File: src/rtl/pbdec_pkg.sv
// Shared types and constants of the PackBits channel-plane decoder.
`timescale 1ns / 1ps
`default_nettype none

package pbdec_pkg;

  // Configuration port geometry.
  localparam int AddrW = 5;
  localparam int DataW = 32;

  // Default limits of the top-level parameters.
  localparam int DefaultMaxDim    = 8192;
  localparam int DefaultMaxStride = 4;

  // Depth of the request queue between the front and the back part.
  localparam int CmdDepth = 4;

  // Reset values of the configuration registers.
  localparam logic [13:0] LineWidthRst  = 14'd1;
  localparam logic [13:0] LineCountRst  = 14'd1;
  localparam logic [2:0]  StrideRst     = 3'd1;
  localparam logic [1:0]  OffsetRst     = 2'd0;
  localparam logic        ModeRst       = 1'b1;

  // Encoding modes.
  localparam logic ModeRaw = 1'b0;
  localparam logic ModeRle = 1'b1;

  typedef struct packed {
    logic [13:0] line_width;
    logic [13:0] line_count;
    logic [2:0]  pixel_stride;
    logic [1:0]  channel_offset;
    logic        encoding_mode;
  } cfg_t;

  // One write request: count pixels of one byte value starting at addr.
  typedef struct packed {
    logic [27:0] addr;
    logic [7:0]  data;
    logic [7:0]  count;
    logic        ovr;
    logic        done;
  } cmd_t;

  typedef struct packed {
    logic [27:0] byte_address;
    logic [7:0]  data0;
    logic [7:0]  data1;
    logic [7:0]  data2;
    logic [7:0]  data3;
    logic [2:0]  byte_count;
    logic        run_last;
    logic        channel_done;
    logic        overrun_error;
  } res_t;

endpackage

`default_nettype wire

File: src/rtl/pbdec_regs.sv
// Configuration registers behind the APB-style port.
`timescale 1ns / 1ps
`default_nettype none

module pbdec_regs (
  input  wire logic                       clk_i,
  input  wire logic                       rst_ni,
  input  wire logic                       psel_i,
  input  wire logic                       penable_i,
  input  wire logic                       pwrite_i,
  input  wire logic [pbdec_pkg::AddrW-1:0] paddr_i,
  input  wire logic [pbdec_pkg::DataW-1:0] pwdata_i,
  output logic      [pbdec_pkg::DataW-1:0] prdata_o,
  output logic                            pready_o,
  output pbdec_pkg::cfg_t                 cfg_o
);
  import pbdec_pkg::*;

  typedef enum logic [2:0] {
    REG_LINE_WIDTH     = 3'd0,
    REG_LINE_COUNT     = 3'd1,
    REG_PIXEL_STRIDE   = 3'd2,
    REG_CHANNEL_OFFSET = 3'd3,
    REG_ENCODING_MODE  = 3'd4
  } reg_idx_e;

  cfg_t     cfg_q, cfg_d;
  reg_idx_e idx;
  logic     wr_en;

  assign idx      = reg_idx_e'(paddr_i[4:2]);
  assign wr_en    = psel_i && penable_i && pwrite_i && pready_o;
  assign pready_o = 1'b1;
  assign cfg_o    = cfg_q;

  always_comb begin
    cfg_d = cfg_q;
    if (wr_en) begin
      case (idx)
        REG_LINE_WIDTH:     cfg_d.line_width     = pwdata_i[13:0];
        REG_LINE_COUNT:     cfg_d.line_count     = pwdata_i[13:0];
        REG_PIXEL_STRIDE:   cfg_d.pixel_stride   = pwdata_i[2:0];
        REG_CHANNEL_OFFSET: cfg_d.channel_offset = pwdata_i[1:0];
        REG_ENCODING_MODE:  cfg_d.encoding_mode  = pwdata_i[0];
        default:            cfg_d = cfg_q;
      endcase
    end
  end

  always_comb begin
    case (idx)
      REG_LINE_WIDTH:     prdata_o = DataW'(cfg_q.line_width);
      REG_LINE_COUNT:     prdata_o = DataW'(cfg_q.line_count);
      REG_PIXEL_STRIDE:   prdata_o = DataW'(cfg_q.pixel_stride);
      REG_CHANNEL_OFFSET: prdata_o = DataW'(cfg_q.channel_offset);
      REG_ENCODING_MODE:  prdata_o = DataW'(cfg_q.encoding_mode);
      default:            prdata_o = '0;
    endcase
  end

  always_ff @(posedge clk_i or negedge rst_ni) begin
    if (!rst_ni) begin
      cfg_q.line_width     <= LineWidthRst;
      cfg_q.line_count     <= LineCountRst;
      cfg_q.pixel_stride   <= StrideRst;
      cfg_q.channel_offset <= OffsetRst;
      cfg_q.encoding_mode  <= ModeRst;
    end else begin
      cfg_q <= cfg_d;
    end
  end

endmodule

`default_nettype wire

File: src/rtl/pbdec_front.sv
// Front part: classifies stream bytes, tracks the write position, issues requests.
`timescale 1ns / 1ps
`default_nettype none

module pbdec_front #(
  parameter int MAX_DIMENSION = pbdec_pkg::DefaultMaxDim
) (
  input  wire logic            clk_i,
  input  wire logic            rst_ni,
  input  pbdec_pkg::cfg_t      cfg_i,
  input  wire logic [2:0]      stride_i,
  input  wire logic            accept_i,
  input  wire logic [7:0]      data_byte_i,
  output logic                 cmd_valid_o,
  output pbdec_pkg::cmd_t      cmd_o
);
  import pbdec_pkg::*;

  localparam int DW = $clog2(MAX_DIMENSION + 1);
  localparam int SW = (DW > 8) ? DW : 8;

  typedef enum logic [3:0] {
    PH_TABLE = 4'b0001,
    PH_CTRL  = 4'b0010,
    PH_LIT   = 4'b0100,
    PH_REP   = 4'b1000
  } phase_e;

  phase_e      phase_q, phase_d;
  logic [DW:0] tbl_q, tbl_d;
  logic [7:0]  rbl_q, rbl_d;
  logic [6:0]  disc_q, disc_d;
  logic [DW-1:0] col_q, col_d, row_q, row_d;
  logic [27:0] pa_q, pa_d;

  logic [DW-1:0] w_eff, h_eff, rem;
  logic        rle;
  logic        is_lit, is_drop, is_raw, is_tab, is_ctrl, is_rep, rest;
  logic [7:0]  n_lit, lit_take, n_rep, rep_take, adv_n;
  logic        rep_ovr, do_adv, line_end, last_row, done;
  logic [SW:0] col_sum;
  logic [DW:0] row_inc, tbl_dec;
  logic [10:0] step;
  logic [27:0] pa_adv;

  // Effective dimensions: zero acts as one, large values saturate.
  always_comb begin
    if (cfg_i.line_width == '0) begin
      w_eff = DW'(1);
    end else if (32'(cfg_i.line_width) > 32'(MAX_DIMENSION)) begin
      w_eff = DW'(MAX_DIMENSION);
    end else begin
      w_eff = DW'(cfg_i.line_width);
    end
    if (cfg_i.line_count == '0) begin
      h_eff = DW'(1);
    end else if (32'(cfg_i.line_count) > 32'(MAX_DIMENSION)) begin
      h_eff = DW'(MAX_DIMENSION);
    end else begin
      h_eff = DW'(cfg_i.line_count);
    end
  end

  // A column left beyond a shrunk line still gets one pixel.
  assign rem = (col_q < w_eff) ? (w_eff - col_q) : DW'(1);

  assign rle     = (cfg_i.encoding_mode == ModeRle);
  assign is_lit  = rle && (phase_q == PH_LIT);
  assign is_drop = !is_lit && (disc_q != '0);
  assign is_raw  = !is_lit && !is_drop && !rle;
  assign rest    = !is_lit && !is_drop && rle;
  assign is_tab  = rest && (phase_q == PH_TABLE);
  assign is_ctrl = rest && (phase_q == PH_CTRL);
  assign is_rep  = rest && (phase_q == PH_REP);

  assign n_lit    = {1'b0, data_byte_i[6:0]} + 8'd1;
  assign lit_take = (SW'(n_lit) < SW'(rem)) ? n_lit : 8'(rem);
  assign n_rep    = (rbl_q != '0) ? rbl_q : 8'd1;
  assign rep_take = (SW'(n_rep) < SW'(rem)) ? n_rep : 8'(rem);
  assign rep_ovr  = (n_rep > rep_take);

  assign adv_n  = (is_lit || is_raw) ? 8'd1 : (is_rep ? rep_take : 8'd0);
  assign do_adv = accept_i && (is_lit || is_raw || is_rep);

  // Position update for a run of adv_n pixels; a run never crosses a line end.
  assign step     = 11'(adv_n) * 11'(stride_i);
  assign pa_adv   = pa_q + 28'(step);
  assign col_sum  = (SW + 1)'(col_q) + (SW + 1)'(adv_n);
  assign line_end = (col_sum >= (SW + 1)'(w_eff));
  assign row_inc  = (DW + 1)'(row_q) + (DW + 1)'(1);
  assign last_row = (row_inc >= (DW + 1)'(h_eff));
  assign done     = do_adv && line_end && last_row;
  assign tbl_dec  = tbl_q - (DW + 1)'(1);

  always_comb begin
    cmd_valid_o = do_adv;
    cmd_o.addr  = pa_q + 28'(cfg_i.channel_offset);
    cmd_o.data  = data_byte_i;
    cmd_o.count = adv_n;
    cmd_o.ovr   = is_lit ? ((rbl_q <= 8'd1) && (disc_q != '0)) : (is_rep && rep_ovr);
    cmd_o.done  = done;
  end

  always_comb begin
    phase_d = phase_q;
    tbl_d   = tbl_q;
    rbl_d   = rbl_q;
    disc_d  = disc_q;
    col_d   = col_q;
    row_d   = row_q;
    pa_d    = pa_q;
    if (accept_i) begin
      if (do_adv) begin
        pa_d = pa_adv;
        if (line_end) begin
          col_d = '0;
          row_d = DW'(row_inc);
        end else begin
          col_d = DW'(col_sum);
        end
      end
      if (is_lit) begin
        rbl_d = (rbl_q != '0) ? (rbl_q - 8'd1) : 8'd0;
        if (rbl_d == '0) begin
          phase_d = PH_CTRL;
        end
      end
      if (is_drop) begin
        disc_d = disc_q - 7'd1;
      end
      if (is_tab) begin
        tbl_d = (tbl_q == '0) ? ({h_eff, 1'b0} - (DW + 1)'(1)) : tbl_dec;
        if (tbl_d == '0) begin
          phase_d = PH_CTRL;
        end
      end
      if (is_ctrl) begin
        if (!data_byte_i[7]) begin
          rbl_d   = lit_take;
          disc_d  = 7'(n_lit - lit_take);
          phase_d = PH_LIT;
        end else if (data_byte_i != 8'h80) begin
          rbl_d   = 8'(9'd257 - {1'b0, data_byte_i});
          phase_d = PH_REP;
        end
      end
      if (is_rep) begin
        rbl_d   = '0;
        phase_d = PH_CTRL;
      end
      // The end of the plane rearms the decoder for the next one.
      if (done) begin
        phase_d = PH_TABLE;
        tbl_d   = '0;
        rbl_d   = '0;
        col_d   = '0;
        row_d   = '0;
        pa_d    = '0;
      end
    end
  end

  always_ff @(posedge clk_i or negedge rst_ni) begin
    if (!rst_ni) begin
      phase_q <= PH_TABLE;
      tbl_q   <= '0;
      rbl_q   <= '0;
      disc_q  <= '0;
      col_q   <= '0;
      row_q   <= '0;
      pa_q    <= '0;
    end else begin
      phase_q <= phase_d;
      tbl_q   <= tbl_d;
      rbl_q   <= rbl_d;
      disc_q  <= disc_d;
      col_q   <= col_d;
      row_q   <= row_d;
      pa_q    <= pa_d;
    end
  end

endmodule

`default_nettype wire

File: src/rtl/pbdec_fifo.sv
// Short request queue between the front and the back part.
`timescale 1ns / 1ps
`default_nettype none

module pbdec_fifo (
  input  wire logic       clk_i,
  input  wire logic       rst_ni,
  input  wire logic       push_i,
  input  pbdec_pkg::cmd_t wdata_i,
  output logic            full_o,
  input  wire logic       pop_i,
  output logic            valid_o,
  output pbdec_pkg::cmd_t rdata_o
);
  import pbdec_pkg::*;

  localparam int PtrW = $clog2(CmdDepth);
  localparam int CntW = $clog2(CmdDepth + 1);

  cmd_t            mem_q [CmdDepth];
  logic [PtrW-1:0] wptr_q, rptr_q;
  logic [CntW-1:0] cnt_q;
  logic            do_push, do_pop;

  assign full_o  = (cnt_q == CntW'(CmdDepth));
  assign valid_o = (cnt_q != '0);
  assign rdata_o = mem_q[rptr_q];
  assign do_push = push_i && !full_o;
  assign do_pop  = pop_i && valid_o;

  always_ff @(posedge clk_i) begin
    if (do_push) begin
      mem_q[wptr_q] <= wdata_i;
    end
  end

  always_ff @(posedge clk_i or negedge rst_ni) begin
    if (!rst_ni) begin
      wptr_q <= '0;
      rptr_q <= '0;
      cnt_q  <= '0;
    end else begin
      if (do_push) begin
        wptr_q <= wptr_q + PtrW'(1);
      end
      if (do_pop) begin
        rptr_q <= rptr_q + PtrW'(1);
      end
      if (do_push && !do_pop) begin
        cnt_q <= cnt_q + CntW'(1);
      end else if (do_pop && !do_push) begin
        cnt_q <= cnt_q - CntW'(1);
      end
    end
  end

endmodule

`default_nettype wire

File: src/rtl/pbdec_back.sv
// Back part: splits each request into results of up to four bytes.
`timescale 1ns / 1ps
`default_nettype none

module pbdec_back (
  input  wire logic       clk_i,
  input  wire logic       rst_ni,
  input  wire logic [2:0] stride_i,
  input  wire logic       cmd_valid_i,
  input  pbdec_pkg::cmd_t cmd_i,
  output logic            cmd_pop_o,
  input  wire logic       pop_i,
  output logic            out_valid_o,
  output pbdec_pkg::res_t res_o
);
  import pbdec_pkg::*;

  logic        act_q, out_valid_q;
  logic [27:0] addr_q;
  logic [7:0]  left_q, byte_q;
  logic        ovr_q, done_q;
  res_t        res_q, res_d;
  logic        chunk_last, out_load;
  logic [2:0]  cnt;

  assign chunk_last = (left_q <= 8'd4);
  assign cnt        = chunk_last ? left_q[2:0] : 3'd4;
  assign out_load   = act_q && (!out_valid_q || pop_i);
  assign cmd_pop_o  = cmd_valid_i && (!act_q || (out_load && chunk_last));

  assign out_valid_o = out_valid_q;
  assign res_o       = res_q;

  always_comb begin
    res_d.byte_address  = addr_q;
    res_d.data0         = byte_q;
    res_d.data1         = (cnt > 3'd1) ? byte_q : 8'd0;
    res_d.data2         = (cnt > 3'd2) ? byte_q : 8'd0;
    res_d.data3         = (cnt > 3'd3) ? byte_q : 8'd0;
    res_d.byte_count    = cnt;
    res_d.run_last      = chunk_last;
    res_d.channel_done  = done_q && chunk_last;
    res_d.overrun_error = ovr_q && chunk_last;
  end

  always_ff @(posedge clk_i) begin
    if (out_load) begin
      res_q <= res_d;
    end
    if (cmd_pop_o) begin
      addr_q <= cmd_i.addr;
      left_q <= cmd_i.count;
      byte_q <= cmd_i.data;
      ovr_q  <= cmd_i.ovr;
      done_q <= cmd_i.done;
    end else if (out_load) begin
      addr_q <= addr_q + 28'({stride_i, 2'b00});
      left_q <= left_q - 8'd4;
    end
  end

  always_ff @(posedge clk_i or negedge rst_ni) begin
    if (!rst_ni) begin
      act_q       <= 1'b0;
      out_valid_q <= 1'b0;
    end else begin
      if (cmd_pop_o) begin
        act_q <= 1'b1;
      end else if (out_load && chunk_last) begin
        act_q <= 1'b0;
      end
      if (out_load) begin
        out_valid_q <= 1'b1;
      end else if (pop_i) begin
        out_valid_q <= 1'b0;
      end
    end
  end

endmodule

`default_nettype wire

File: src/rtl/packbits_channel_plane_decoder.sv
// Top level of the PackBits channel-plane decoder.
`timescale 1ns / 1ps
`default_nettype none

// The decoder fills one channel plane of an interleaved 8-bit image from a
// byte stream that is pushed in one byte per request. In RLE mode it first
// skips the scanline length table (two bytes per scanline) and then decodes
// PackBits: a control byte of 0 to 127 starts a literal run of n+1 bytes, a
// control byte of -127 to -1 repeats the next byte 1-n times, and -128 is
// ignored. In raw mode every byte is one pixel. Each result request carries
// up to four pixel bytes of the same value run and the interleaved byte
// address of the first one (pixel index times stride plus channel offset);
// further bytes sit one stride apart. Runs that would pass the end of a
// scanline are clipped there, and the last result of such a run carries
// overrun_error; the surplus literal bytes are consumed without results.
// The result that writes the last pixel of the plane carries channel_done,
// and the decoder then expects a new length table. The front part classifies
// each byte and updates the write position in the cycle it is accepted, so
// input bytes are taken at one per cycle. A repeat run of n pixels leaves the
// back part as ceil(n/4) results at one per cycle while results are popped;
// literal and raw bytes give one result each. A four-entry queue between
// the parts lets the front take bytes while a long repeat drains; input
// stalls (full high) only when it fills. A request passes the queue, then
// the back part's run and result registers. The user must write configuration
// over the APB-style port only while the decoder is idle; it is not enforced.
module packbits_channel_plane_decoder #(
  parameter int MAX_DIMENSION = pbdec_pkg::DefaultMaxDim,
  parameter int MAX_STRIDE    = pbdec_pkg::DefaultMaxStride
) (
  input  wire logic                        clk_i,
  input  wire logic                        rst_ni,
  // Configuration port.
  input  wire logic                        psel,
  input  wire logic                        penable,
  input  wire logic                        pwrite,
  input  wire logic [pbdec_pkg::AddrW-1:0] paddr,
  input  wire logic [pbdec_pkg::DataW-1:0] pwdata,
  output logic      [pbdec_pkg::DataW-1:0] prdata,
  output logic                             pready,
  // Input byte stream.
  input  wire logic                        push,
  output logic                             full,
  input  wire logic [7:0]                  data_byte_i,
  // Result stream.
  output logic                             empty,
  input  wire logic                        pop,
  output logic      [27:0]                 byte_address_o,
  output logic      [7:0]                  data0_o,
  output logic      [7:0]                  data1_o,
  output logic      [7:0]                  data2_o,
  output logic      [7:0]                  data3_o,
  output logic      [2:0]                  byte_count_o,
  output logic                             run_last_o,
  output logic                             channel_done_o,
  output logic                             overrun_error_o
);
  import pbdec_pkg::*;

  cfg_t       cfg;
  logic [2:0] stride_eff;
  logic       in_accept, out_pop;
  logic       cmd_push, cmd_full, cmd_valid, cmd_pop;
  cmd_t       cmd_front, cmd_back;
  logic       out_valid;
  res_t       res;

  pbdec_regs u_regs (
    .clk_i     (clk_i),
    .rst_ni    (rst_ni),
    .psel_i    (psel),
    .penable_i (penable),
    .pwrite_i  (pwrite),
    .paddr_i   (paddr),
    .pwdata_i  (pwdata),
    .prdata_o  (prdata),
    .pready_o  (pready),
    .cfg_o     (cfg)
  );

  // A stride of zero acts as one; strides above the limit saturate.
  always_comb begin
    if (cfg.pixel_stride == '0) begin
      stride_eff = 3'd1;
    end else if (32'(cfg.pixel_stride) > 32'(MAX_STRIDE)) begin
      stride_eff = 3'(MAX_STRIDE);
    end else begin
      stride_eff = cfg.pixel_stride;
    end
  end

  assign full      = cmd_full;
  assign in_accept = push && !cmd_full;

  pbdec_front #(
    .MAX_DIMENSION (MAX_DIMENSION)
  ) u_front (
    .clk_i       (clk_i),
    .rst_ni      (rst_ni),
    .cfg_i       (cfg),
    .stride_i    (stride_eff),
    .accept_i    (in_accept),
    .data_byte_i (data_byte_i),
    .cmd_valid_o (cmd_push),
    .cmd_o       (cmd_front)
  );

  pbdec_fifo u_fifo (
    .clk_i   (clk_i),
    .rst_ni  (rst_ni),
    .push_i  (cmd_push),
    .wdata_i (cmd_front),
    .full_o  (cmd_full),
    .pop_i   (cmd_pop),
    .valid_o (cmd_valid),
    .rdata_o (cmd_back)
  );

  assign out_pop = pop && out_valid;

  pbdec_back u_back (
    .clk_i       (clk_i),
    .rst_ni      (rst_ni),
    .stride_i    (stride_eff),
    .cmd_valid_i (cmd_valid),
    .cmd_i       (cmd_back),
    .cmd_pop_o   (cmd_pop),
    .pop_i       (out_pop),
    .out_valid_o (out_valid),
    .res_o       (res)
  );

  assign empty           = !out_valid;
  assign byte_address_o  = res.byte_address;
  assign data0_o         = res.data0;
  assign data1_o         = res.data1;
  assign data2_o         = res.data2;
  assign data3_o         = res.data3;
  assign byte_count_o    = res.byte_count;
  assign run_last_o      = res.run_last;
  assign channel_done_o  = res.channel_done;
  assign overrun_error_o = res.overrun_error;

  // The front only issues a request for a byte it has accepted, which
  // requires room in the queue.
  a_no_push_when_full : assert property (
    @(posedge clk_i) disable iff (!rst_ni) cmd_push |-> (in_accept && !cmd_full))
    else $error("request issued while the queue is full");

  // Every request writes at least one pixel.
  a_cmd_count : assert property (
    @(posedge clk_i) disable iff (!rst_ni) cmd_push |-> (cmd_front.count != 8'd0))
    else $error("empty write request");

  // Plane end and clipping are flagged only on the last result of a run.
  a_flags_on_last : assert property (
    @(posedge clk_i) disable iff (!rst_ni)
    (out_valid && (channel_done_o || overrun_error_o)) |-> run_last_o)
    else $error("status flag on a result that is not the last of its run");

  // A shown result holds one to four bytes.
  a_byte_count : assert property (
    @(posedge clk_i) disable iff (!rst_ni)
    out_valid |-> ((byte_count_o != 3'd0) && (byte_count_o <= 3'd4)))
    else $error("byte count out of range");

endmodule

`default_nettype wire
File: config.mk
export PLATFORM = sky130hd
export DESIGN_NAME = packbits_channel_plane_decoder
export DESIGN_NICKNAME = d
export VERILOG_FILES = /design/src/rtl/pbdec_pkg.sv /design/src/rtl/pbdec_regs.sv /design/src/rtl/pbdec_front.sv /design/src/rtl/pbdec_fifo.sv /design/src/rtl/pbdec_back.sv /design/src/rtl/packbits_channel_plane_decoder.sv
export SDC_FILE = /design/constraint.sdc
export NUM_CORES = 1
export LEC_CHECK = 0
export BUFFER_PORTS_ARGS = -buffer_cell sky130_fd_sc_hd__clkbuf_2
export CORE_UTILIZATION = 34
export CTS_CLUSTER_DIAMETER = 50
export DETAILED_ROUTE_END_ITERATION = 7
export PLACE_DENSITY = 0.61
export SYNTH_ARGS = -nofsm -noshare
export SYNTH_HDL_FRONTEND = slang
export SYNTH_SLANG_ARGS = --single-unit
File: constraint.sdc
create_clock -name clk_i -period 16.9 [get_ports clk_i]
set_input_delay 2.535 -clock clk_i [delete_from_list [all_inputs] [get_ports clk_i]]
set_output_delay 2.535 -clock clk_i [all_outputs]
set_load 0.1 [all_outputs]
==> summary.md, run 1 <==
| Metric | Value |
|---|---|
| Maximum achievable frequency | 92.0 MHz |
| Total Routed Length | 53.2 mm |
| Post-synthesis cell count | 2051 |
| Detailed-routing iteration count for the pre-antenna-repair pass | 5 |
| Max Transition Viols Final | 0 |
| Number of global-route vias before repair | 16000 |
| Number of inserted diodes | 0 |
| Hold violation total from the final report | 0 |
| Status | completed |
| Num CTS Buffers | 57 |
| Data arrival time of the worst path | 11.40 ns |
| Area taken by flip-flops and latches | 0.0122 mm^2 |
| Largest area contributor in the netlist | sky130_fd_sc_hd__edfxtp_1 |
| Area growth from synthesis to final layout | 13.9% |
| Normalized max-slew margin | 34.5% |
| Area of the die | 0.0702 mm^2 |
| Area of the mapped netlist | 0.0235 mm^2 |
| Number of buffers inserted by post-CTS setup repair | 0 |
| Static leakage power | 0.0109 uW |
| Number of enable flip-flop cells after synthesis | 296 |
| Overall global routing resource usage | 15.1% |
| Share of layout cells above drive strength 1 | 15.5% |
| Register bit count reported by yosys | 429 |
| Final critical delay including setup and external delays | 10.87 ns |
| Clock insertion delay at the later pin of the skew report | 0.62 ns |
| Die height | 265 um |
| Hold crit path type | reg2reg |
| Half-perimeter wire length after placement | 37.5 mm |
| Post-synthesis async set-or-reset flop share | 31.0% |
| Setup CP Type | reg2reg |
| Period Utilization, post-route | 64.3% |
| Number of unique standard cell types used by synthesis | 86 |
| Largest delay contributor family on the critical path | simple AND/OR/NAND/NOR gates |
| Number of gates resized after cts | 0 |
| Final weighted congestion in routability-driven placement | 0.890 |
| Number of filler instances in the final layout | 6552 |
| Die Width | 265 um |
| Setup Viol. Count Final | 0 |
| Power density cells | 138 mW/mm^2 |
| Endpoint kind of the worst setup timing path | flip-flop |
| Min Hold Slack | 0.431 ns |
| Number of H-tree branching levels | 2 |
| Number of sinks handled by clock tree synthesis | 429 |
| I/O Pins | 153 |
| Number of buffers and inverters on the critical path | 3 |
| Antenna violations before repair | 0 |
| Maximum number of pins on one net before global-route repair | 80 |
| Clock tree root driver cell | sky130_fd_sc_hd__clkbuf_16 |
| Total via count after detailed routing | 15800 |
| Net count, final | 2338 |
| Post-Place Cells | 2977 |
| Count of routing violations after the opening detailed-route iteration | 976 |
| Hold buffers post-CTS | 0 |
| Number of nets still failing antenna checks after routing | 0 |
| Most Frequent Cell on Critical Path | sky130_fd_sc_hd__ha_1 |
| Maximum fanout count along the critical path | 27 |
| Slew at the pin closest to its max-slew limit | 0.983 ns |
| Clock Skews | 0.0399 ns |
| Peak ir drop on the vdd network | 0.0000956 V |
| Footprint of the multi-input gates | 0.0104 mm^2 |
| First-pass GRT wire length | 85.3 mm |
| Port Buf Inserts | 113 |
| Number of max-capacitance violations reported | 0 |
| Standard cell with the maximum stage delay on the critical path | sky130_fd_sc_hd__nor2_1 |
| Dominant cells by area after synthesis | sky130_fd_sc_hd__edfxtp_1 (38%), sky130_fd_sc_hd__dfrtp_1 (14%), sky130_fd_sc_hd__ha_1 (6.0%) |
| Top-area cell type share of the netlist area | 37.8% |
| Main flop type after synthesis | sky130_fd_sc_hd__edfxtp_1 |
| Clk slew on worst S/H paths | 0.06 ns |
| Maximum clock insertion buffer count | 3 |
| Seq/Total Area, Yosys | 52.0% |
| DRC violations left | 0 |
| WP data required | 17.43 ns |
| Row cnt | 96 |
| Initial core utilization | 34.3% |
| Crit-path max cell delay | 0.60 ns |
| Grt total ovfl | 0 |
| Total of warnings raised by yosys | 0 |
| Drt via density | 5.12 |
| Average wire per cell in the routed design | 17.2 um |
| TritonCTS clock tree | yes |
| Setup repair after global routing missed its margin | false |
| Post-Syn Area per Cell | 11.5 um^2 |
| Summed negative setup slack over all endpoints | 0 ns |
| Critical path startpoint category | flip-flop |
| Final instance count without filler cells | 3085 |
| Standard cell core area | 0.0685 mm^2 |
cells in the final DEF (no fill, tap or decap), types with 7 or more instances in the layout:
cell type,n
sky130_fd_sc_hd__o21ai_0,128
sky130_fd_sc_hd__nor2_1,140
sky130_fd_sc_hd__a21o_1,31
sky130_fd_sc_hd__nand2b_1,27
sky130_fd_sc_hd__o22ai_1,8
sky130_fd_sc_hd__a21oi_1,71
sky130_fd_sc_hd__nand4_1,26
sky130_fd_sc_hd__conb_1,19
sky130_fd_sc_hd__nor2b_1,27
sky130_fd_sc_hd__and2_1,41
sky130_fd_sc_hd__mux2_2,33
sky130_fd_sc_hd__mux4_2,48
sky130_fd_sc_hd__clkbuf_1,16
sky130_fd_sc_hd__fa_1,20
sky130_fd_sc_hd__mux2i_1,29
sky130_fd_sc_hd__dfrtp_1,126
sky130_fd_sc_hd__nand3_1,44
sky130_fd_sc_hd__inv_8,7
sky130_fd_sc_hd__buf_4,20
sky130_fd_sc_hd__a22o_1,21
sky130_fd_sc_hd__a31oi_1,12
sky130_fd_sc_hd__inv_1,126
sky130_fd_sc_hd__o211ai_1,8
sky130_fd_sc_hd__xnor2_1,88
sky130_fd_sc_hd__nor3_1,45
sky130_fd_sc_hd__clkbuf_2,112
sky130_fd_sc_hd__xor2_1,62
sky130_fd_sc_hd__o31ai_1,12
sky130_fd_sc_hd__nor4_1,12
sky130_fd_sc_hd__nand2_1,193
sky130_fd_sc_hd__and3_1,23
sky130_fd_sc_hd__a211oi_1,9
sky130_fd_sc_hd__clkbuf_16,58
sky130_fd_sc_hd__ha_1,112
sky130_fd_sc_hd__o21a_1,13
sky130_fd_sc_hd__and4_1,7
sky130_fd_sc_hd__edfxtp_1,296
where the power goes:
group,switching (uW),internal (uW),total (uW)
Combinational,724,446,1170
Clock,490,669,1160
Sequential,121,1260,1380
Total,1330,2370,3710
cells by family (layout without fill, tap and decap cells):
| family | Yosys count | count (layout) | share of synthesized area, % |
|---|---|---|---|
| buffers and inverters | 233 | 368 | 4.09 |
| other | 2 | 19 | 0.0319 |
| xor gates and xnor gates | 150 | 150 | 5.59 |
| DFF | 429 | 429 | 52.0 |
| and+or+nand+nor | 621 | 621 | 12.8 |
| muxes | 112 | 112 | 7.54 |
| AOI/OAI and AO/OA | 371 | 371 | 10.2 |
| adders and majority gates | 133 | 133 | 7.71 |
state kept, by name (all words and copies together) (netlist names), 2 cells and up:
name,count
u_back.addr_q,28
u_back.byte_q,8
u_back.left_q,8
u_back.res_o,66
u_fifo.cnt_q,3
u_fifo.mem_q,184
u_fifo.rptr_q,2
u_fifo.wptr_q,2
u_front.col_q,14
u_front.disc_q,7
u_front.pa_q,28
u_front.phase_q,4
u_front.rbl_q,8
u_front.row_q,14
u_front.tbl_q,15
u_regs.cfg_o,34
worst register-to-register path: cells and delay by family (launching register included):
kind	cells	cell delay, ns
simple gates	12	4.15
compound gates	15	3.94
fa+ha+maj	5	1.38
buf+inv	3	0.53
flops	1	0.44
mux	1	0.21
xor+xnor	1	0.14
path summary, 6_finish.rpt:
| check | to | slack [ns] | start | cells past startpoint |
|---|---|---|---|---|
| setup / recovery | u_front.rbl_q[7] | 6.03 | u_regs.cfg_o[30] | 37 |
| min in group asynchronous | u_front.row_q[12] | 1.93 | rst_ni | 1 |
| max in group asynchronous | u_fifo.rptr_q[0] | 13.55 | rst_ni | 2 |
| hold / removal | u_back.res_o[38] | 0.43 | u_back.addr_q[0] | 0 |
| hold reg to reg | u_back.res_o[38] | 0.43 | u_back.addr_q[0] | 0 |
| setup reg to reg | u_front.rbl_q[7] | 6.03 | u_regs.cfg_o[30] | 37 |
through the flow:
stage / power (uW) / util, % / setup WS, ns / instance area [um^2]
floorplan: 2290 / - / 8.41 / 23600
global placement: 2530 / 36.4 / 6.34 / 24900
detailed placement: 2560 / 36.4 / 6.20 / 24900
CTS: 3740 / 39.1 / 6.07 / 26800
global route: 3920 / 39.1 / 5.21 / 26800
finish: 3710 / 39.1 / 6.03 / 26800
cell usage after synthesis (all sizes together) (21+ instances only):
cell type,count
a21oi,71
nand2,195
nor2b,28
clkbuf,71
nor3,46
dfrtp,128
a21o,31
mux2,34
and3,23
edfxtp,296
nand2b,27
mux2i,30
inv,127
xnor2,88
nand3,44
xor2,62
nand4,26
o21ai,135
buf,35
nor2,141
and2,46
ha,112
mux4,48
a22o,21
final cells by class:
| type | count | area share (%) |
|---|---|---|
| Timing Repair Buffer | 133 | 2.70 |
| Inverter | 127 | 1.78 |
| Sequential cell | 429 | 45.6 |
| Tap cell | 882 | 4.12 |
| Multi-Input combinational cell | 1406 | 38.8 |
| Clock buffer | 75 | 5.69 |
| Clock inverter | 33 | 1.24 |
per-layer routing:
layer  GRT usage, %  share of wire, %  up-vias
li1               -                 -     7582
met1           19.9                46     7791
met2           25.3                47      342
met3           2.73               4.7       88
met4           4.37               2.2        0
met5              0                 0        -
Power figures use the tool's default switching activity.
==> run 2, diff against run 1 <==
ABC_AREA = 1   (was unset)
clock period = 10.01 ns   (was 16.9 ns; I/O delays follow)
==> run 2 against run 1 <==
Effect of this change:
- clock skew increased by 0.0074 ns
- wire length grew 5.2%
- die area grew 1.7%
- critical endpoint is now u_front.pa_q[25]
- sequential power up 88%
- non-clock buffer count is 2 lower
- worst setup slack lost 4.6 ns
- register-to-register slack worse by 4.6 ns
- count of clock-buffer cells in the layout fell by 11
- maximum frequency grew 26%
- via count grew 13%
- critical path type unchanged
- critical path depth rose by 15
- first-iteration DRC count grew 35%
==> summary.md, run 2 <==
| Metric | Value |
|---|---|
| Status | completed |
| Total via count after detailed routing | 17800 (+13%) |
| Area of the mapped netlist | 0.0239 mm^2 (+1.7%) |
| Post-synthesis async set-or-reset flop share | 31.0% (unchanged) |
| Drt via density | 4.78 (-6.7%) |
| Endpoint kind of the worst setup timing path | flip-flop |
| Max Transition Viols Final | 0 (unchanged) |
| Final critical-path setup slack | 1.40 ns (-4.63 ns) |
| Setup CP Type | reg2reg |
| Share of layout cells above drive strength 1 | 10.7% (-4.8 points) |
| Post-Syn Area per Cell | 9.04 um^2 (-21%) |
| TritonCTS clock tree | yes |
| Minimum setup slack after placement | 1.43 ns (-4.77 ns) |
| Number of inserted diodes | 0 (unchanged) |
| Data arrival time of the worst path | 9.18 ns (-2.22 ns) |
| Maximum achievable frequency | 116 MHz (+26%) |
| Area of the die | 0.0714 mm^2 (+1.7%) |
| Maximum fanout count along the critical path | 12 (-56%) |
| Antenna violations before repair | 0 (unchanged) |
| Most common library cell in the layout ignoring fill and taps | sky130_fd_sc_hd__nand2_1 |
| Number of buffers inserted by post-CTS setup repair | 0 (unchanged) |
| Setup repair after global routing missed its margin | false |
| Flip-flop count of the largest register after layout | 184 (unchanged) |
| Clock Skews | 0.0473 ns (+0.00744 ns) |
| Peak ir drop on the vdd network | 0.000187 V (+96%) |
| Footprint of the multi-input gates | 0.00987 mm^2 (-5.2%) |
| Total Routed Length | 55.9 mm (+5.2%) |
| Area taken by flip-flops and latches | 0.0122 mm^2 (about the same) |
| Hold buffers post-CTS | 0 (unchanged) |
| Total of warnings raised by yosys | 0 (unchanged) |
| Average wire per cell in the routed design | 15.0 um (-13%) |
| Startpoint of the tightest hold check path | u_back.addr_q[1] |
| Top-area cell type share of the netlist area | 37.2% (-0.64 points) |
| Terminus of the critical flop-to-flop path | u_front.pa_q[25] |
| Slew at the pin closest to its max-slew limit | 1.10 ns (+0.114 ns) |
| Detailed-routing iteration count for the pre-antenna-repair pass | 5 (unchanged) |
| Overall global routing resource usage | 15.8% (+0.74 points) |
| Post-synthesis cell count | 2646 (+29%) |
| Clk slew on worst S/H paths | 0.06 ns (about the same) |
| Clock tree root driver cell | sky130_fd_sc_hd__clkbuf_16 |
| Number of max-capacitance violations reported | 0 (unchanged) |
| Number of H-tree branching levels | 2 (unchanged) |
| Seq/Total Area, Yosys | 51.1% (-0.89 points) |
| Static leakage power | 0.0119 uW (+9.2%) |
| Most flops, register | u_fifo.mem_q |
| Number of gates resized after cts | 0 (unchanged) |
| Power density cells | 284 mW/mm^2 (+110%) |
| Hold violation total from the final report | 0 (unchanged) |
| Maximum clock insertion buffer count | 3 (unchanged) |
| Summed negative setup slack over all endpoints | 0 ns (unchanged) |
| Final critical delay including setup and external delays | 8.61 ns (-2.26 ns) |
| Half-perimeter wire length after placement | 39.2 mm (+4.6%) |
| Row cnt | 96 (unchanged) |
| Grt total ovfl | 0 (unchanged) |
| Worst Hold Depth | 0 (unchanged) |
| Number of nets still failing antenna checks after routing | 0 (unchanged) |
| Die height | 267 um (+0.86%) |
| Hold crit path type | reg2reg |
| Crit Reg-Reg Startpoint | u_regs.cfg_o[25] |
| Register bit count reported by yosys | 429 (unchanged) |
| Commonest cells after routing, fill and taps aside | sky130_fd_sc_hd__nand2_1 (449), sky130_fd_sc_hd__inv_1 (384), sky130_fd_sc_hd__nor2_1 (307), sky130_fd_sc_hd__edfxtp_1 (296), sky130_fd_sc_hd__o21ai_0 (230) |
| Maximum number of pins on one net before global-route repair | 93 (+16%) |
| Port Buf Inserts | 113 (unchanged) |
| First-pass GRT wire length | 90.9 mm (+6.6%) |
| Initial core utilization | 34.6% (+0.29 points) |
| Normalized max-slew margin | 26.6% (-7.9 points) |
| Net count, final | 2938 (+26%) |
| WP data required | 10.58 ns (-6.85 ns) |
| Path depth of the worst reg2reg path | 52 (+41%) |
| Most frequent cells after synthesis | sky130_fd_sc_hd__nand2_1 (449), sky130_fd_sc_hd__inv_1 (387), sky130_fd_sc_hd__nor2_1 (312) |
| Min Hold Slack | 0.425 ns (-0.00565 ns) |
| Final weighted congestion in routability-driven placement | 0.876 (-1.6%) |
| Number of enable flip-flop cells after synthesis | 296 (unchanged) |
| Most instantiated library cell after synthesis | sky130_fd_sc_hd__nand2_1 |
| Largest area contributor in the netlist | sky130_fd_sc_hd__edfxtp_1 |
| Post-Place Cells | 3629 (+22%) |
| Dominant cells by area after synthesis | sky130_fd_sc_hd__edfxtp_1 (37%), sky130_fd_sc_hd__dfrtp_1 (13%), sky130_fd_sc_hd__nand2_1 (7.0%) |
| Endpoint, Worst Hold | u_back.res_o[39] |
| Main flop type after synthesis | sky130_fd_sc_hd__edfxtp_1 |
| Slack of the worst reg-to-reg path | 1.40 ns (-4.63 ns) |
| Number of unique standard cell types used by synthesis | 61 (-29%) |
| Num CTS Buffers | 54 (-5.3%) |
| Standard cell with the maximum stage delay on the critical path | sky130_fd_sc_hd__fa_1 |
| Critical path startpoint category | flip-flop |
| Area growth from synthesis to final layout | 14.1% |
| Number of global-route vias before repair | 17200 (+7.4%) |
| Period Utilization, post-route | 86.0% (+22 points) |
| Standard cell core area | 0.0691 mm^2 (+0.88%) |
| Count of routing violations after the opening detailed-route iteration | 1320 (+35%) |
| Number of filler instances in the final layout | 6833 (+4.3%) |
| Clock insertion delay at the later pin of the skew report | 0.63 ns (about the same) |
| Die Width | 267 um (+0.86%) |
| Setup Viol. Count Final | 0 (unchanged) |
| Number of sinks handled by clock tree synthesis | 429 (unchanged) |
| I/O Pins | 153 (unchanged) |
| Final instance count without filler cells | 3731 (+21%) |
| Crit-path max cell delay | 0.59 ns (about the same) |
| DRC violations left | 0 (unchanged) |
run 2: cell types whose count changed in the layout (fill, tap and decap cells not counted), sizes merged, moves of 28 or more:
cell and delta:
a21o -28, and2 -44, inv +265, mux2 -33, mux2i -30, mux4 -48, nand2 +277, nand3 +55
nor2 +182, nor2b -28, o21ai +109, o22ai +60, xnor2 -60
run 2: report_power, final:
group / internal, uW / switching [uW]
combinational: 869 / 2350
sequential: 2370 / 227
clock: 1120 / 817
total: 4370 / 3390
run 2: logic make-up after synthesis:
logic type	synth area share (%)
AOI/OAI and AO/OA	10.4
xor gates and xnor gates	4.21
adders and majority gates	7.53
buffers and inverters	8.13
DFF	51.1
muxes	0.0471
other	0.0314
and+or+nand+nor	18.6
run 2: final cells by class:
cell class | instances | area share, %
flip-flops and latches | 429 | 44.8
multi-input cells | 1743 | 36.2
inverters | 395 | 5.43
clock buffers | 64 | 5.20
well taps | 931 | 4.27
repair buffers | 131 | 2.59
clock inverters | 38 | 1.55
run 2: critical path, delay by kind of cell, from the launching register on:
kind / cells / cell delay [ns]
flops: 1 / 0.36
fa+ha+maj: 5 / 2.18
simple gates: 29 / 3.52
buf+inv: 9 / 0.99
xor+xnor: 1 / 0.15
compound gates: 8 / 1.39
run 2: routing by layer:
layer	share of wire [%]	routed length (um)	vias to the layer above	global-route usage (%)
met5	0	0	-	0
li1	-	-	9019	-
met4	1.8	1020	0	3.84
met2	46	25600	386	26.1
met3	4.5	2490	68	2.11
met1	48	26800	8357	22.0
run 2: per-stage QoR:
stage | util [%] | power [uW] | area [um^2]
detailed placement | 36.8 | 5850 | 25400
CTS | 39.5 | 7820 | 27300
finish | 39.5 | 7760 | 27300
global placement | 36.8 | 5810 | 25400
floorplan | - | 5130 | 24000
global route | 39.5 | 8300 | 27300
run 2: worst max path at each step:
stage,start,end,slack [ns],depth (start not counted)
2_1_floorplan,u_regs.cfg_o[20],u_front.pa_q[25],2.73,51
3_3_place_gp,u_regs.cfg_o[25],u_front.pa_q[25],1.51,52
3_5_place_dp,u_regs.cfg_o[25],u_front.pa_q[25],1.43,52
4_1_cts,u_regs.cfg_o[25],u_front.pa_q[25],1.42,52
5_1_grt,u_regs.cfg_o[30],u_front.pa_q[24],0.48,53
6_report,u_regs.cfg_o[25],u_front.pa_q[25],1.40,52
